**src/sv/adb_tablet_device_core_macros.svh**
```systemverilog
// ----------------------------------------------------------------------------
// Assertion macros shared by the tablet core RTL
// Clocked, reset-gated wrappers for concurrent assertions.
// ----------------------------------------------------------------------------
`ifndef ADB_TABLET_DEVICE_CORE_MACROS_SVH
`define ADB_TABLET_DEVICE_CORE_MACROS_SVH

// Property must hold at every clock edge outside reset.
`define ADBT_ASSERT(lbl, clk, rst_n, prop, msg) \
	lbl: assert property (@(posedge clk) disable iff (!rst_n) (prop)) \
		else $error(msg);

// Condition must never be seen at a clock edge outside reset.
`define ADBT_ASSERT_NEVER(lbl, clk, rst_n, cond, msg) \
	lbl: assert property (@(posedge clk) disable iff (!rst_n) !(cond)) \
		else $error(msg);

`endif

```
**src/sv/adbt_pkg.sv**
```systemverilog
// ----------------------------------------------------------------------------
// adbt_pkg
// Types, command codes and scaling constants for the ADB tablet core.
// ----------------------------------------------------------------------------
`timescale 1ns / 1ps
`default_nettype none

package adbt_pkg;

	// Host event kinds
	localparam logic [1:0] ACT_MOVE   = 2'd0;
	localparam logic [1:0] ACT_BUTTON = 2'd1;
	localparam logic [1:0] ACT_CMD    = 2'd2;

	localparam logic [1:0] AXIS_X = 2'd0;
	localparam logic [1:0] AXIS_Y = 2'd1;

	localparam logic [1:0] BTN_LEFT  = 2'd0;
	localparam logic [1:0] BTN_RIGHT = 2'd1;

	// ADB command byte: low nibble is kind (bits 3..2) and register (bits 1..0)
	localparam logic [3:0] CMD_FLUSH   = 4'h1;
	localparam logic [1:0] KIND_LISTEN = 2'b10;
	localparam logic [1:0] KIND_TALK   = 2'b11;
	localparam logic [1:0] REG_0       = 2'd0;
	localparam logic [1:0] REG_1       = 2'd1;
	localparam logic [1:0] REG_3       = 2'd3;

	localparam logic [3:0] LISTEN_LEN    = 4'd3;
	localparam logic [7:0] ARG_SELF_TEST = 8'hFF;
	localparam logic [7:0] HANDLER_ID    = 8'h3A;
	localparam logic [3:0] ADDR_DEFAULT  = 4'd4;
	localparam logic [7:0] PKT_SYNC      = 8'hC0;

	// Identity string, first byte in the lowest lane
	localparam logic [7:0][7:0] ID_BYTES = {
		8'h04, 8'h38, 8'h30, 8'h36, 8'h30, 8'h43, 8'h41, 8'h57
	};
	localparam logic [3:0] ID_LEN  = 4'd8;
	localparam logic [3:0] PKT_LEN = 4'd5;
	localparam logic [3:0] REG3_LEN = 4'd2;

	// Configuration registers
	localparam int CFG_DATA_W = 13;
	localparam logic [0:0] CFG_WIDTH  = 1'b0;
	localparam logic [0:0] CFG_HEIGHT = 1'b1;
	localparam logic [CFG_DATA_W-1:0] WIDTH_RESET  = 13'd640;
	localparam logic [CFG_DATA_W-1:0] HEIGHT_RESET = 13'd480;

	// Scaling: q = floor(P / D) with P < 2^28, by reciprocal plus one fixup
	localparam int PROD_W = 28;
	localparam int EST_W  = 46;
	localparam int QE_W   = 18;
	localparam logic [PROD_W-1:0] DIV_X = 28'd2450;
	localparam logic [PROD_W-1:0] DIV_Y = 28'd1905;
	localparam logic [17:0] RECIP_X = 18'((64'd1 << PROD_W) / 64'd2450);
	localparam logic [17:0] RECIP_Y = 18'((64'd1 << PROD_W) / 64'd1905);

	typedef struct packed {
		logic [1:0]  action;
		logic [1:0]  axis;
		logic [14:0] position;
		logic [1:0]  button_id;
		logic        pressed;
		logic [7:0]  cmd_byte;
		logic [7:0]  arg_one;
		logic [7:0]  arg_two;
		logic [3:0]  message_length;
	} item_t;

	// One response burst handed from the front to the back
	typedef struct packed {
		logic [7:0][7:0] bytes;
		logic [3:0]      count;
		logic            has_data;
	} job_t;

endpackage

`default_nettype wire

```
**src/sv/adbt_if.sv**
```systemverilog
// ----------------------------------------------------------------------------
// adbt_if
// Valid/ready channels for host items and ADB result bytes.
// ----------------------------------------------------------------------------
`timescale 1ns / 1ps
`default_nettype none

interface adbt_in_if;
	logic        valid;
	logic        ready;
	logic [1:0]  action;
	logic [1:0]  axis;
	logic [14:0] position;
	logic [1:0]  button_id;
	logic        pressed;
	logic [7:0]  cmd_byte;
	logic [7:0]  arg_one;
	logic [7:0]  arg_two;
	logic [3:0]  message_length;

	modport source (
		output valid, action, axis, position, button_id, pressed,
		output cmd_byte, arg_one, arg_two, message_length,
		input ready
	);
	modport sink (
		input valid, action, axis, position, button_id, pressed,
		input cmd_byte, arg_one, arg_two, message_length,
		output ready
	);
endinterface

interface adbt_out_if;
	logic       valid;
	logic       ready;
	logic [7:0] data_byte;
	logic       byte_valid;
	logic       last;
	logic       has_data;

	modport source (output valid, data_byte, byte_valid, last, has_data, input ready);
	modport sink (input valid, data_byte, byte_valid, last, has_data, output ready);
endinterface

`default_nettype wire

```
**src/sv/adbt_fifo.sv**
```systemverilog
// ----------------------------------------------------------------------------
// adbt_fifo
// Short job queue between the front classifier and the byte serializer.
// ----------------------------------------------------------------------------
`timescale 1ns / 1ps
`default_nettype none
`include "adb_tablet_device_core_macros.svh"

module adbt_fifo #(
	parameter int DEPTH = 4
) (
	input  logic           clk,
	input  logic           arst_n,
	input  logic           push,
	input  adbt_pkg::job_t push_data,
	output logic           full,
	input  logic           pop,
	output adbt_pkg::job_t pop_data,
	output logic           empty
);
	import adbt_pkg::*;

	localparam int AW = (DEPTH > 1) ? $clog2(DEPTH) : 1;
	localparam int CW = $clog2(DEPTH + 1);

	job_t          slot_q [DEPTH];
	logic [AW-1:0] wr_ptr_q;
	logic [AW-1:0] rd_ptr_q;
	logic [CW-1:0] count_q;

	assign full     = (count_q == CW'(DEPTH));
	assign empty    = (count_q == '0);
	assign pop_data = slot_q[rd_ptr_q];

	// Advance pointers and occupancy
	always_ff @(posedge clk or negedge arst_n) begin
		if (!arst_n) begin
			wr_ptr_q <= '0;
			rd_ptr_q <= '0;
			count_q  <= '0;
		end else begin
			if (push) begin
				wr_ptr_q <= (wr_ptr_q == AW'(DEPTH - 1)) ? '0 : wr_ptr_q + 1'b1;
			end
			if (pop) begin
				rd_ptr_q <= (rd_ptr_q == AW'(DEPTH - 1)) ? '0 : rd_ptr_q + 1'b1;
			end
			if (push && !pop) begin
				count_q <= count_q + 1'b1;
			end else if (pop && !push) begin
				count_q <= count_q - 1'b1;
			end
		end
	end

	// Store pushed job
	always_ff @(posedge clk) begin
		if (push) begin
			slot_q[wr_ptr_q] <= push_data;
		end
	end

	`ADBT_ASSERT_NEVER(a_no_overflow, clk, arst_n, push && full && !pop, "job pushed into full queue")
	`ADBT_ASSERT_NEVER(a_no_underflow, clk, arst_n, pop && empty, "job popped from empty queue")

endmodule

`default_nettype wire

```
**src/sv/adbt_front.sv**
```systemverilog
// ----------------------------------------------------------------------------
// adbt_front
// Three-stage front: scales moves, applies state, builds response jobs.
// ----------------------------------------------------------------------------
`timescale 1ns / 1ps
`default_nettype none
`include "adb_tablet_device_core_macros.svh"

module adbt_front (
	input  logic                            clk,
	input  logic                            arst_n,
	input  logic                            cfg_write,
	input  logic [0:0]                      cfg_index,
	input  logic [adbt_pkg::CFG_DATA_W-1:0] cfg_data,
	adbt_in_if.sink                         item,
	output adbt_pkg::job_t                  job,
	output logic                            job_push,
	input  logic                            job_full
);
	import adbt_pkg::*;

	// Configuration and device state
	logic [CFG_DATA_W-1:0] width_q;
	logic [CFG_DATA_W-1:0] height_q;
	logic [1:0]  btn_now_q;
	logic [1:0]  btn_rep_q;
	logic [15:0] x_q;
	logic [15:0] y_q;
	logic [3:0]  addr_q;
	logic [7:0]  handler_q;

	// Pipeline
	logic              valid_s1, valid_s2, valid_s3;
	item_t             item_s1, item_s2, item_s3;
	logic [PROD_W-1:0] prod_s1, prod_s2, prod_s3;
	logic [QE_W-1:0]   qe_s2, qe_s3;

	logic ready_s1, ready_s2, ready_s3;
	item_t in_item;

	assign job_push = valid_s3 && !job_full;
	assign ready_s3 = !valid_s3 || !job_full;
	assign ready_s2 = !valid_s2 || ready_s3;
	assign ready_s1 = !valid_s1 || ready_s2;
	assign item.ready = ready_s1;

	assign in_item = '{
		action: item.action, axis: item.axis, position: item.position,
		button_id: item.button_id, pressed: item.pressed, cmd_byte: item.cmd_byte,
		arg_one: item.arg_one, arg_two: item.arg_two,
		message_length: item.message_length
	};

	// Stage 1 multiply: position times display size
	logic [CFG_DATA_W-1:0] scale_size;
	logic [PROD_W-1:0]     prod_d;
	assign scale_size = (item.axis == AXIS_Y) ? height_q : width_q;
	assign prod_d     = PROD_W'(item.position) * PROD_W'(scale_size);

	// Stage 2: reciprocal estimate of the quotient
	logic [17:0]       recip_s1;
	logic [EST_W-1:0]  est_d;
	assign recip_s1 = (item_s1.axis == AXIS_Y) ? RECIP_Y : RECIP_X;
	assign est_d    = EST_W'(prod_s1) * EST_W'(recip_s1);

	// Stage 3: fix up the estimate by one
	logic [PROD_W-1:0] div_s3;
	logic [PROD_W-1:0] rem_s3;
	logic [QE_W-1:0]   quot_s3;
	assign div_s3  = (item_s3.axis == AXIS_Y) ? DIV_Y : DIV_X;
	assign rem_s3  = prod_s3 - PROD_W'(PROD_W'(qe_s3) * div_s3);
	assign quot_s3 = qe_s3 + QE_W'(rem_s3 >= div_s3);

	// Hold stage valids
	always_ff @(posedge clk or negedge arst_n) begin
		if (!arst_n) begin
			valid_s1 <= 1'b0;
			valid_s2 <= 1'b0;
			valid_s3 <= 1'b0;
		end else begin
			if (ready_s1) valid_s1 <= item.valid;
			if (ready_s2) valid_s2 <= valid_s1;
			if (ready_s3) valid_s3 <= valid_s2;
		end
	end

	// Advance stage payloads
	always_ff @(posedge clk) begin
		if (ready_s1 && item.valid) begin
			item_s1 <= in_item;
			prod_s1 <= prod_d;
		end
		if (ready_s2 && valid_s1) begin
			item_s2 <= item_s1;
			prod_s2 <= prod_s1;
			qe_s2   <= est_d[PROD_W +: QE_W];
		end
		if (ready_s3 && valid_s2) begin
			item_s3 <= item_s2;
			prod_s3 <= prod_s2;
			qe_s3   <= qe_s2;
		end
	end

	// Classify the item at stage 3 and work out next state and response
	logic [1:0]  btn_now_d, btn_rep_d;
	logic [15:0] x_d, y_d;
	logic        x_nz_d, y_nz_d;
	logic [3:0]  addr_d;
	logic [7:0]  handler_d;
	logic        pend_q;
	job_t        job_d;

	assign pend_q = (btn_now_q != btn_rep_q) || (|x_q) || (|y_q);

	always_comb begin
		btn_now_d = btn_now_q;
		btn_rep_d = btn_rep_q;
		x_d       = x_q;
		y_d       = y_q;
		x_nz_d    = |x_q;
		y_nz_d    = |y_q;
		addr_d    = addr_q;
		handler_d = handler_q;
		job_d     = '0;
		case (item_s3.action)
			ACT_MOVE: begin
				if (item_s3.axis == AXIS_X) begin
					x_d    = quot_s3[15:0];
					x_nz_d = |quot_s3[15:0];
				end else if (item_s3.axis == AXIS_Y) begin
					y_d    = quot_s3[15:0];
					y_nz_d = |quot_s3[15:0];
				end
			end
			ACT_BUTTON: begin
				if (item_s3.button_id == BTN_LEFT || item_s3.button_id == BTN_RIGHT) begin
					btn_now_d[item_s3.button_id[0]] = item_s3.pressed;
				end
			end
			ACT_CMD: begin
				if (item_s3.cmd_byte[3:0] == CMD_FLUSH) begin
					// Drop unreported motion and restore the last sent buttons
					btn_now_d = btn_rep_q;
					x_d = '0;
					y_d = '0;
					x_nz_d = 1'b0;
					y_nz_d = 1'b0;
				end else begin
					case (item_s3.cmd_byte[3:2])
						KIND_LISTEN: begin
							// Self-test leaves all alone; handler only moves to our own id
							if (item_s3.cmd_byte[1:0] == REG_3 &&
								item_s3.message_length == LISTEN_LEN &&
								item_s3.arg_two != ARG_SELF_TEST) begin
								addr_d = item_s3.arg_one[3:0];
								if (item_s3.arg_two == HANDLER_ID) begin
									handler_d = HANDLER_ID;
								end
							end
						end
						KIND_TALK: begin
							case (item_s3.cmd_byte[1:0])
								REG_0: begin
									if (pend_q) begin
										job_d.bytes[0] = PKT_SYNC | {2'b00, x_q[13:8]};
										job_d.bytes[1] = x_q[7:0];
										job_d.bytes[2] = y_q[15:8];
										job_d.bytes[3] = y_q[7:0];
										job_d.bytes[4] = {6'b0, btn_now_q};
										job_d.count    = PKT_LEN;
										btn_rep_d = btn_now_q;
										x_d = '0;
										y_d = '0;
										x_nz_d = 1'b0;
										y_nz_d = 1'b0;
									end
								end
								REG_1: begin
									job_d.bytes = ID_BYTES;
									job_d.count = ID_LEN;
								end
								REG_3: begin
									job_d.bytes[0] = {4'b0, addr_q};
									job_d.bytes[1] = handler_q;
									job_d.count    = REG3_LEN;
								end
								default: begin
								end
							endcase
						end
						default: begin
						end
					endcase
				end
			end
			default: begin
			end
		endcase
		job_d.has_data = (btn_now_d != btn_rep_d) || x_nz_d || y_nz_d;
	end

	assign job = job_d;

	// Commit state and configuration writes
	always_ff @(posedge clk or negedge arst_n) begin
		if (!arst_n) begin
			width_q   <= WIDTH_RESET;
			height_q  <= HEIGHT_RESET;
			btn_now_q <= '0;
			btn_rep_q <= '0;
			x_q       <= '0;
			y_q       <= '0;
			addr_q    <= ADDR_DEFAULT;
			handler_q <= HANDLER_ID;
		end else begin
			if (cfg_write && cfg_index == CFG_WIDTH) width_q <= cfg_data;
			if (cfg_write && cfg_index == CFG_HEIGHT) height_q <= cfg_data;
			if (job_push) begin
				btn_now_q <= btn_now_d;
				btn_rep_q <= btn_rep_d;
				x_q       <= x_d;
				y_q       <= y_d;
				addr_q    <= addr_d;
				handler_q <= handler_d;
			end
		end
	end

	`ADBT_ASSERT(a_job_len, clk, arst_n, job_push |-> (job.count == '0 || job.count == REG3_LEN || job.count == PKT_LEN || job.count == ID_LEN), "job carries an impossible byte count")

endmodule

`default_nettype wire

```
**src/sv/adbt_back.sv**
```systemverilog
// ----------------------------------------------------------------------------
// adbt_back
// Serializes queued jobs into one result per cycle through an output register, while the result sink is ready.
// ----------------------------------------------------------------------------
`timescale 1ns / 1ps
`default_nettype none
`include "adb_tablet_device_core_macros.svh"

module adbt_back (
	input  logic           clk,
	input  logic           arst_n,
	input  adbt_pkg::job_t job,
	input  logic           job_avail,
	output logic           job_pop,
	adbt_out_if.source     result
);
	import adbt_pkg::*;

	logic        cur_v_q;
	logic [63:0] cur_bytes_q;
	logic [3:0]  cur_rem_q;
	logic        cur_hd_q;

	logic        out_v_q;
	logic [7:0]  out_data_q;
	logic        out_bv_q;
	logic        out_last_q;
	logic        out_hd_q;

	logic load_out, emit, done, cur_free;

	assign load_out = !out_v_q || result.ready;
	assign emit     = cur_v_q && load_out;
	assign done     = emit && (cur_rem_q <= 4'd1);
	assign cur_free = !cur_v_q || done;
	assign job_pop  = cur_free && job_avail;

	// Track the active job and output register occupancy
	always_ff @(posedge clk or negedge arst_n) begin
		if (!arst_n) begin
			cur_v_q <= 1'b0;
			out_v_q <= 1'b0;
		end else begin
			if (job_pop) begin
				cur_v_q <= 1'b1;
			end else if (done) begin
				cur_v_q <= 1'b0;
			end
			if (load_out) begin
				out_v_q <= cur_v_q;
			end
		end
	end

	// Shift out one byte per transfer; an empty job still yields one marker
	always_ff @(posedge clk) begin
		if (job_pop) begin
			cur_bytes_q <= job.bytes;
			cur_rem_q   <= job.count;
			cur_hd_q    <= job.has_data;
		end else if (emit) begin
			cur_bytes_q <= {8'h00, cur_bytes_q[63:8]};
			cur_rem_q   <= cur_rem_q - 1'b1;
		end
		if (emit) begin
			out_data_q <= (cur_rem_q != '0) ? cur_bytes_q[7:0] : 8'h00;
			out_bv_q   <= (cur_rem_q != '0);
			out_last_q <= (cur_rem_q <= 4'd1);
			out_hd_q   <= cur_hd_q;
		end
	end

	assign result.valid      = out_v_q;
	assign result.data_byte  = out_data_q;
	assign result.byte_valid = out_bv_q;
	assign result.last       = out_last_q;
	assign result.has_data   = out_hd_q;

	`ADBT_ASSERT(a_empty_is_last, clk, arst_n, (out_v_q && !out_bv_q) |-> out_last_q, "byteless result not marked last")

endmodule

`default_nettype wire

```
**src/sv/adb_tablet_device_core.sv**
```systemverilog
// ----------------------------------------------------------------------------
// adb_tablet_device_core
// ADB graphics tablet: host pointer events in, ADB response bytes out.
// ----------------------------------------------------------------------------
//  channel  | dir | handshake     | content
//  item     | in  | valid/ready   | host move, button or ADB command
//  result   | out | valid/ready   | one response byte with flags
//  cfg      | in  | cfg_write     | display width (0) / height (1)
//
//  An item is taken every cycle while the job queue has room; state is applied
//  in front stage 3, and its job then passes through the queue and the serializer.
//  Results leave one per cycle from the serializer while the sink is ready, and
//  each item yields 1, 2, 5 or 8 results (8 for a talk to register 1).
//  Reset sets address 4, handler 0x3A, size 640x480 and clears all motion.
//  A stalled result sink fills the queue, then the front, then drops ready.
// ----------------------------------------------------------------------------
`timescale 1ns / 1ps
`default_nettype none

module adb_tablet_device_core #(
	parameter int JOB_DEPTH = 4
) (
	input  logic                            clk,
	input  logic                            arst_n,
	input  logic                            cfg_write,
	input  logic [0:0]                      cfg_index,
	input  logic [adbt_pkg::CFG_DATA_W-1:0] cfg_data,
	adbt_in_if.sink                         item,
	adbt_out_if.source                      result
);
	import adbt_pkg::*;

	job_t front_job;
	job_t queue_job;
	logic job_push, job_full, job_pop, job_empty;

	adbt_front u_front (
		.clk      (clk),
		.arst_n   (arst_n),
		.cfg_write(cfg_write),
		.cfg_index(cfg_index),
		.cfg_data (cfg_data),
		.item     (item),
		.job      (front_job),
		.job_push (job_push),
		.job_full (job_full)
	);

	adbt_fifo #(
		.DEPTH(JOB_DEPTH)
	) u_fifo (
		.clk      (clk),
		.arst_n   (arst_n),
		.push     (job_push),
		.push_data(front_job),
		.full     (job_full),
		.pop      (job_pop),
		.pop_data (queue_job),
		.empty    (job_empty)
	);

	adbt_back u_back (
		.clk      (clk),
		.arst_n   (arst_n),
		.job      (queue_job),
		.job_avail(!job_empty),
		.job_pop  (job_pop),
		.result   (result)
	);

endmodule

`default_nettype wire
```
**src/flat_wrapper.sv**
```systemverilog
// flat-port wrapper written by rule: the top's interface ports become plain ports
module adb_tablet_device_core_flat import adbt_pkg::*;
#(
	parameter int JOB_DEPTH = 4
)
  (clk, arst_n, cfg_write, cfg_index, cfg_data, item_valid, item_action, item_axis, item_position, item_button_id, item_pressed, item_cmd_byte, item_arg_one, item_arg_two, item_message_length, item_ready, result_valid, result_data_byte, result_byte_valid, result_last, result_has_data, result_ready);
  adbt_in_if item_i ();
  adbt_out_if result_i ();
  input  logic clk;
  input  logic arst_n;
  input  logic cfg_write;
  input  logic [0:0] cfg_index;
  input  logic [adbt_pkg::CFG_DATA_W-1:0] cfg_data;
  input wire logic [$bits(item_i.valid)-1:0] item_valid;
  input wire logic [$bits(item_i.action)-1:0] item_action;
  input wire logic [$bits(item_i.axis)-1:0] item_axis;
  input wire logic [$bits(item_i.position)-1:0] item_position;
  input wire logic [$bits(item_i.button_id)-1:0] item_button_id;
  input wire logic [$bits(item_i.pressed)-1:0] item_pressed;
  input wire logic [$bits(item_i.cmd_byte)-1:0] item_cmd_byte;
  input wire logic [$bits(item_i.arg_one)-1:0] item_arg_one;
  input wire logic [$bits(item_i.arg_two)-1:0] item_arg_two;
  input wire logic [$bits(item_i.message_length)-1:0] item_message_length;
  output wire logic [$bits(item_i.ready)-1:0] item_ready;
  output wire logic [$bits(result_i.valid)-1:0] result_valid;
  output wire logic [$bits(result_i.data_byte)-1:0] result_data_byte;
  output wire logic [$bits(result_i.byte_valid)-1:0] result_byte_valid;
  output wire logic [$bits(result_i.last)-1:0] result_last;
  output wire logic [$bits(result_i.has_data)-1:0] result_has_data;
  input wire logic [$bits(result_i.ready)-1:0] result_ready;
  assign item_i.valid = item_valid;
  assign item_i.action = item_action;
  assign item_i.axis = item_axis;
  assign item_i.position = item_position;
  assign item_i.button_id = item_button_id;
  assign item_i.pressed = item_pressed;
  assign item_i.cmd_byte = item_cmd_byte;
  assign item_i.arg_one = item_arg_one;
  assign item_i.arg_two = item_arg_two;
  assign item_i.message_length = item_message_length;
  assign item_ready = item_i.ready;
  assign result_valid = result_i.valid;
  assign result_data_byte = result_i.data_byte;
  assign result_byte_valid = result_i.byte_valid;
  assign result_last = result_i.last;
  assign result_has_data = result_i.has_data;
  assign result_i.ready = result_ready;
  adb_tablet_device_core #(.JOB_DEPTH(JOB_DEPTH)) u_core (.clk(clk), .arst_n(arst_n), .cfg_write(cfg_write), .cfg_index(cfg_index), .cfg_data(cfg_data), .item(item_i), .result(result_i));
endmodule
```
**config.mk**
```make
export PLATFORM = sky130hd
export DESIGN_NAME = adb_tablet_device_core_flat
export DESIGN_NICKNAME = d
export VERILOG_FILES = /design/src/sv/adbt_pkg.sv /design/src/sv/adbt_if.sv /design/src/sv/adbt_fifo.sv /design/src/sv/adbt_front.sv /design/src/sv/adbt_back.sv /design/src/sv/adb_tablet_device_core.sv /design/src/flat_wrapper.sv
export VERILOG_INCLUDE_DIRS = /design/src /design/src/sv
export SDC_FILE = /design/constraint.sdc
export NUM_CORES = 2
export LEC_CHECK = 0
export ABC_AREA = 1
export BUFFER_PORTS_ARGS = -buffer_cell sky130_fd_sc_hd__buf_2
export CAP_MARGIN = 20
export CELL_PAD_IN_SITES_DETAIL_PLACEMENT = 1
export CELL_PAD_IN_SITES_GLOBAL_PLACEMENT = 1
export CORE_MARGIN = 3
export CORE_UTILIZATION = 30
export DETAILED_ROUTE_END_ITERATION = 16
export GPL_ROUTABILITY_DRIVEN = 0
export PLACE_DENSITY = 0.64
export SYNTH_ARGS = -nofsm -noshare
export SYNTH_HDL_FRONTEND = slang
export SYNTH_SLANG_ARGS = --single-unit
```
**constraint.sdc**
```tcl
create_clock -name clk -period 7.2 [get_ports clk]
set_clock_uncertainty 0.1 [all_clocks]
set_input_delay 1.08 -clock clk [delete_from_list [all_inputs] [get_ports clk]]
set_output_delay 1.08 -clock clk [all_outputs]
set_load 0.03 [all_outputs]
```
==> results.md <==
STA:
- Measured against its own limit, the worst slew margin works out to around an eighth.
- Setup repair after global routing could not meet its margin everywhere.
- The number of pins exceeding their max-slew limit in the final report came to 0.
- The number of failing hold endpoints at the final stage is 0.
- Setup violations remaining at the end of the flow were counted as 0.
- The worst path setup slack after routing is roughly 0.087 ns.
- The share of the clock period used by the worst path after layout is 98.8%.
- For the pin with the worst max-slew slack, the measured transition is 1.32 ns.
- The clock period could shrink to about 7.1 ns.
- The maximum clock frequency is 0.141 GHz.

Synthesis:
- The number of enable flip-flop cells after synthesis is 405.
- The count of different cell masters after synthesis is 54.
- A synthesized cell averages 9.83 um^2.
- The most used flip-flop cell after synthesis is edfxtp_1.
- Synthesis produced 4417 cells.
- The fraction of synthesis flops using an asynchronous set or reset pin is 16.1%.
- The cell area after synthesis is 0.0434 mm^2.
- Sequential elements use 32.5% of the synthesized area.
- During synthesis, Yosys emitted a total of 0 warnings.
- In this run, synthesis produced a sequential element count of roughly 480.

Setup path:
- The startpoint type of the worst setup path is a flip-flop.
- The largest stage delay on the critical path is 0.55 ns.
- On the critical path, the stage with the largest delay is an instance of fa_1.
- For the worst setup path, the data required time is around 7.5 ns.
- The largest fanout on the critical path is 5.
- The critical path arrival is ~7.4 ns.
- Among the stages of the critical path, the cell type that occurs most often is nand2_1.
- The worst path buffer plus inverter count is 12.
- The dominant delay contributor by cell family on the critical path is adder cells.
- The kind of end point of the critical path is a flip-flop.
- The critical path is of the flip-flop to flip-flop type.

Layout:
- The area growth from synthesis to layout is 17.4%.
- The share of layout cells above drive strength 1 is 15.5%.
- After filler insertion, the fill cell instance count of the layout stands at 16400.
- The final-stage net count is 5809.

Routing:
- The remaining design rule violation count is 0.
- After detailed routing, the average wire length per cell comes to 18.0 um.
- The number of vias per cell after detailed routing is between 4 and 5.
- The routed design has 121000 um of wire.
- The count of antenna-violating nets left after detailed routing is 0.
- The first routing iteration left 1487 violations.
- The first detailed-routing pass ran for 5 iterations.
- The final route contains 30800 vias.

Floorplanning:
- The starting density of the core is 30.4%.
- The row count is 138.
- The region available for standard cell placement spans roughly 0.14 mm^2.
- In this run the count of I/O pins placed on the die edge is 82.
- From left edge to right edge, the die measures 386 um.
- The chip height is ~390 um.
- The die outline area is 0.149 mm^2.

Global routing:
- The pin count of the biggest net entering global routing is 78.
- The total routing usage reported by global routing is 16.2%.
- The first global-routing pass estimated about 190000 um of wire.
- The via count of the first global-routing pass is 34500.
- The residual overflow from global routing is 0.
- The number of antenna violations at the first check in global routing came to 5.

Min path:
- The path class of the tightest hold or removal check is input port to async pin.

Placed design:
- The wire-length estimate of the detail-placed layout is 101000 um.
- The quantity of I/O buffers inserted on ports is 73.
- The pre-CTS worst setup slack is -0.517 ns.

Clock tree:
- The latest clock arrival within the worst-skew pair is 0.67 ns.
- The number of H-tree levels is 2.
- The clock tree from TritonCTS is yes.
- The clock passes through at most 3 buffers.
- The sink count of the clock tree is 483.
- The clock input transition at the sequential cells of the worst setup and hold paths is 0.06 ns.
- Buffers inserted during clock tree synthesis total 54.
- In this run the clock root is driven by a clkbuf_16.

Status:
- The run finished with clean final reports.

Job:
- The number of max-cap violations is 0.
==> what timing repair did <==
action	CTS	global route
hold buffers	0	0
pin swaps	74	65
gates cloned	1	1
setup endpoints to repair	32	37
resized for setup	130	92
buffers inserted	10	11
==> layer usage <==
layer | wire length [um] | track usage, % | up-vias
li1 | - | - | 14500
met3 | 4460 | 2.10 | 158
met1 | 51500 | 20.2 | 15700
met2 | 61700 | 29.4 | 466
met4 | 3360 | 4.70 | 0
met5 | 0 | 0 | -
==> flip-flops by register name (all words and copies together), names as in the netlist, 2 cells and up <==
signal,cells
u_core.u_fifo.slot_q,148
u_core.u_front.prod_s1,28
u_core.u_front.addr_q,4
u_core.u_back.result.data_byte,8
u_core.u_front.height_q,13
u_core.u_fifo.rd_ptr_q,2
u_core.u_front.qe_s2,18
u_core.u_front.prod_s3,28
u_core.u_front.item_s2,27
u_core.u_front.width_q,13
u_core.u_fifo.wr_ptr_q,2
u_core.u_back.cur_rem_q,4
u_core.u_back.cur_bytes_q,40
u_core.u_front.qe_s3,18
u_core.u_front.y_q,16
u_core.u_front.btn_now_q,2
u_core.u_front.item_s1,27
u_core.u_fifo.count_q,3
u_core.u_front.item_s3,27
u_core.u_front.x_q,16
u_core.u_front.btn_rep_q,2
u_core.u_front.prod_s2,28
==> per-stage QoR <==
| stage | hold slack, ns | std cells | util (%) | TNS, ns | instance area [um^2] |
|---|---|---|---|---|---|
| final | 0.200 | 6715 | 35.7 | 0 | 51000 |
| after detailed placement | 0.306 | 6586 | 33.8 | -6.65 | 48200 |
| after global placement | 0.301 | 6586 | 33.8 | -3.54 | 48200 |
| after global routing | 0.191 | 6715 | 35.7 | -2.81 | 51000 |
| after CTS | 0.167 | 6697 | 35.4 | 0 | 50500 |
| after floorplan | 0.300 | 4434 | - | 0 | 43500 |
==> cell type report <==
class / instances / area (um^2) / area share, %
antenna: 5 / 12.5 / 0.0245
clock inverter: 38 / 367 / 0.719
inverter: 982 / 3700 / 7.25
clock buffer: 62 / 1380 / 2.71
sequential: 483 / 14100 / 27.7
timing repair buffer: 427 / 3110 / 6.09
multi-input combinational: 2827 / 25900 / 50.8
timing repair inverter: 1 / 8.76 / 0.0172
tap: 1890 / 2360 / 4.64
==> placed cells by master, fill, tap and decap left out, drive strengths merged, types with 27 or more instances in the layout <==
cell type	n
or2	28
nor3	29
a21oi	116
ha	380
fa	584
xor2	55
nand2	603
clkinv	27
nor2	488
a31oi	37
edfxtp	405
dfrtp	71
o21ai	273
nand3	78
nand4	38
inv	990
clkbuf	62
buf	427
==> synthesized netlist by cell type (2+ instances only) <==
library cell / n / area, um^2
buf_2: 10 / 50.1
a211oi_1: 5 / 37.5
o22ai_1: 4 / 25.0
o211ai_1: 7 / 52.6
o21ai_2: 4 / 35.0
nand2_2: 3 / 18.8
a21oi_1: 115 / 576
xor2_1: 55 / 482
nand3b_1: 4 / 30.0
or2_1: 3 / 18.8
mux2_2: 4 / 45.0
and3_1: 2 / 12.5
nor4_1: 2 / 12.5
inv_1: 979 / 3670
o21ai_1: 22 / 110
nor3_1: 29 / 145
inv_2: 2 / 7.51
a31oi_1: 37 / 231
o21bai_1: 14 / 105
edfxtp_1: 405 / 12200
a221oi_1: 6 / 52.6
nor2_1: 478 / 1790
buf_1: 15 / 56.3
a21boi_0: 2 / 15.0
nand4_1: 37 / 231
a221o_1: 3 / 30.0
xnor2_1: 18 / 158
conb_1: 2 / 7.51
ha_1: 380 / 4750
dfstp_2: 7 / 184
a21o_1: 12 / 90.1
nor2_2: 7 / 43.8
buf_6: 4 / 45.0
fa_1: 584 / 11700
nand2_1: 600 / 2250
dfrtp_1: 71 / 1780
o221ai_1: 2 / 17.5
nor3b_1: 2 / 15.0
nand3_1: 77 / 385
o21ai_0: 247 / 1240
clkbuf_1: 113 / 424
or2_2: 25 / 156
o21a_1: 7 / 52.6
and2_1: 2 / 12.5
==> kinds of logic after synthesis <==
group                    after synthesis  synth area share (%)
AND/OR/NAND/NOR                     1276                  12.0
buffers and inverters               1125                  9.83
adder cells (fa/ha/maj)              964                  37.9
AO/OA/AOI/OAI                        490                  6.22
flip-flops                           483                  32.5
XOR/XNOR                              73                  1.47
multiplexers                           4                 0.104
other                                  2                0.0173
==> final timing paths <==
path                                                 startpoint                                      to  slack, ns  cells after the start
max in group asynchronous                                arst_n  u_core.u_front.height_q[2]$_DFFE_PN0P_       5.49                      2
hold / removal                                           arst_n       u_core.u_back.cur_v_q$_DFFE_PN0P_       0.20                      1
setup / recovery           u_core.u_front.item_s3[46]$_DFFE_PP_    u_core.u_fifo.slot_q[0][0]$_DFFE_PP_       0.09                     46
setup reg to reg           u_core.u_front.item_s3[46]$_DFFE_PP_    u_core.u_fifo.slot_q[0][0]$_DFFE_PP_       0.09                     46
hold reg to reg            u_core.u_front.item_s1[22]$_DFFE_PP_    u_core.u_front.item_s2[22]$_DFFE_PP_       0.28                      0
min in group clk           u_core.u_front.item_s1[22]$_DFFE_PP_    u_core.u_front.item_s2[22]$_DFFE_PP_       0.28                      0
Power is left out: the tool's default activity adds up to more than one toggle a clock period on the data nets, which glitch-free logic cannot reach.
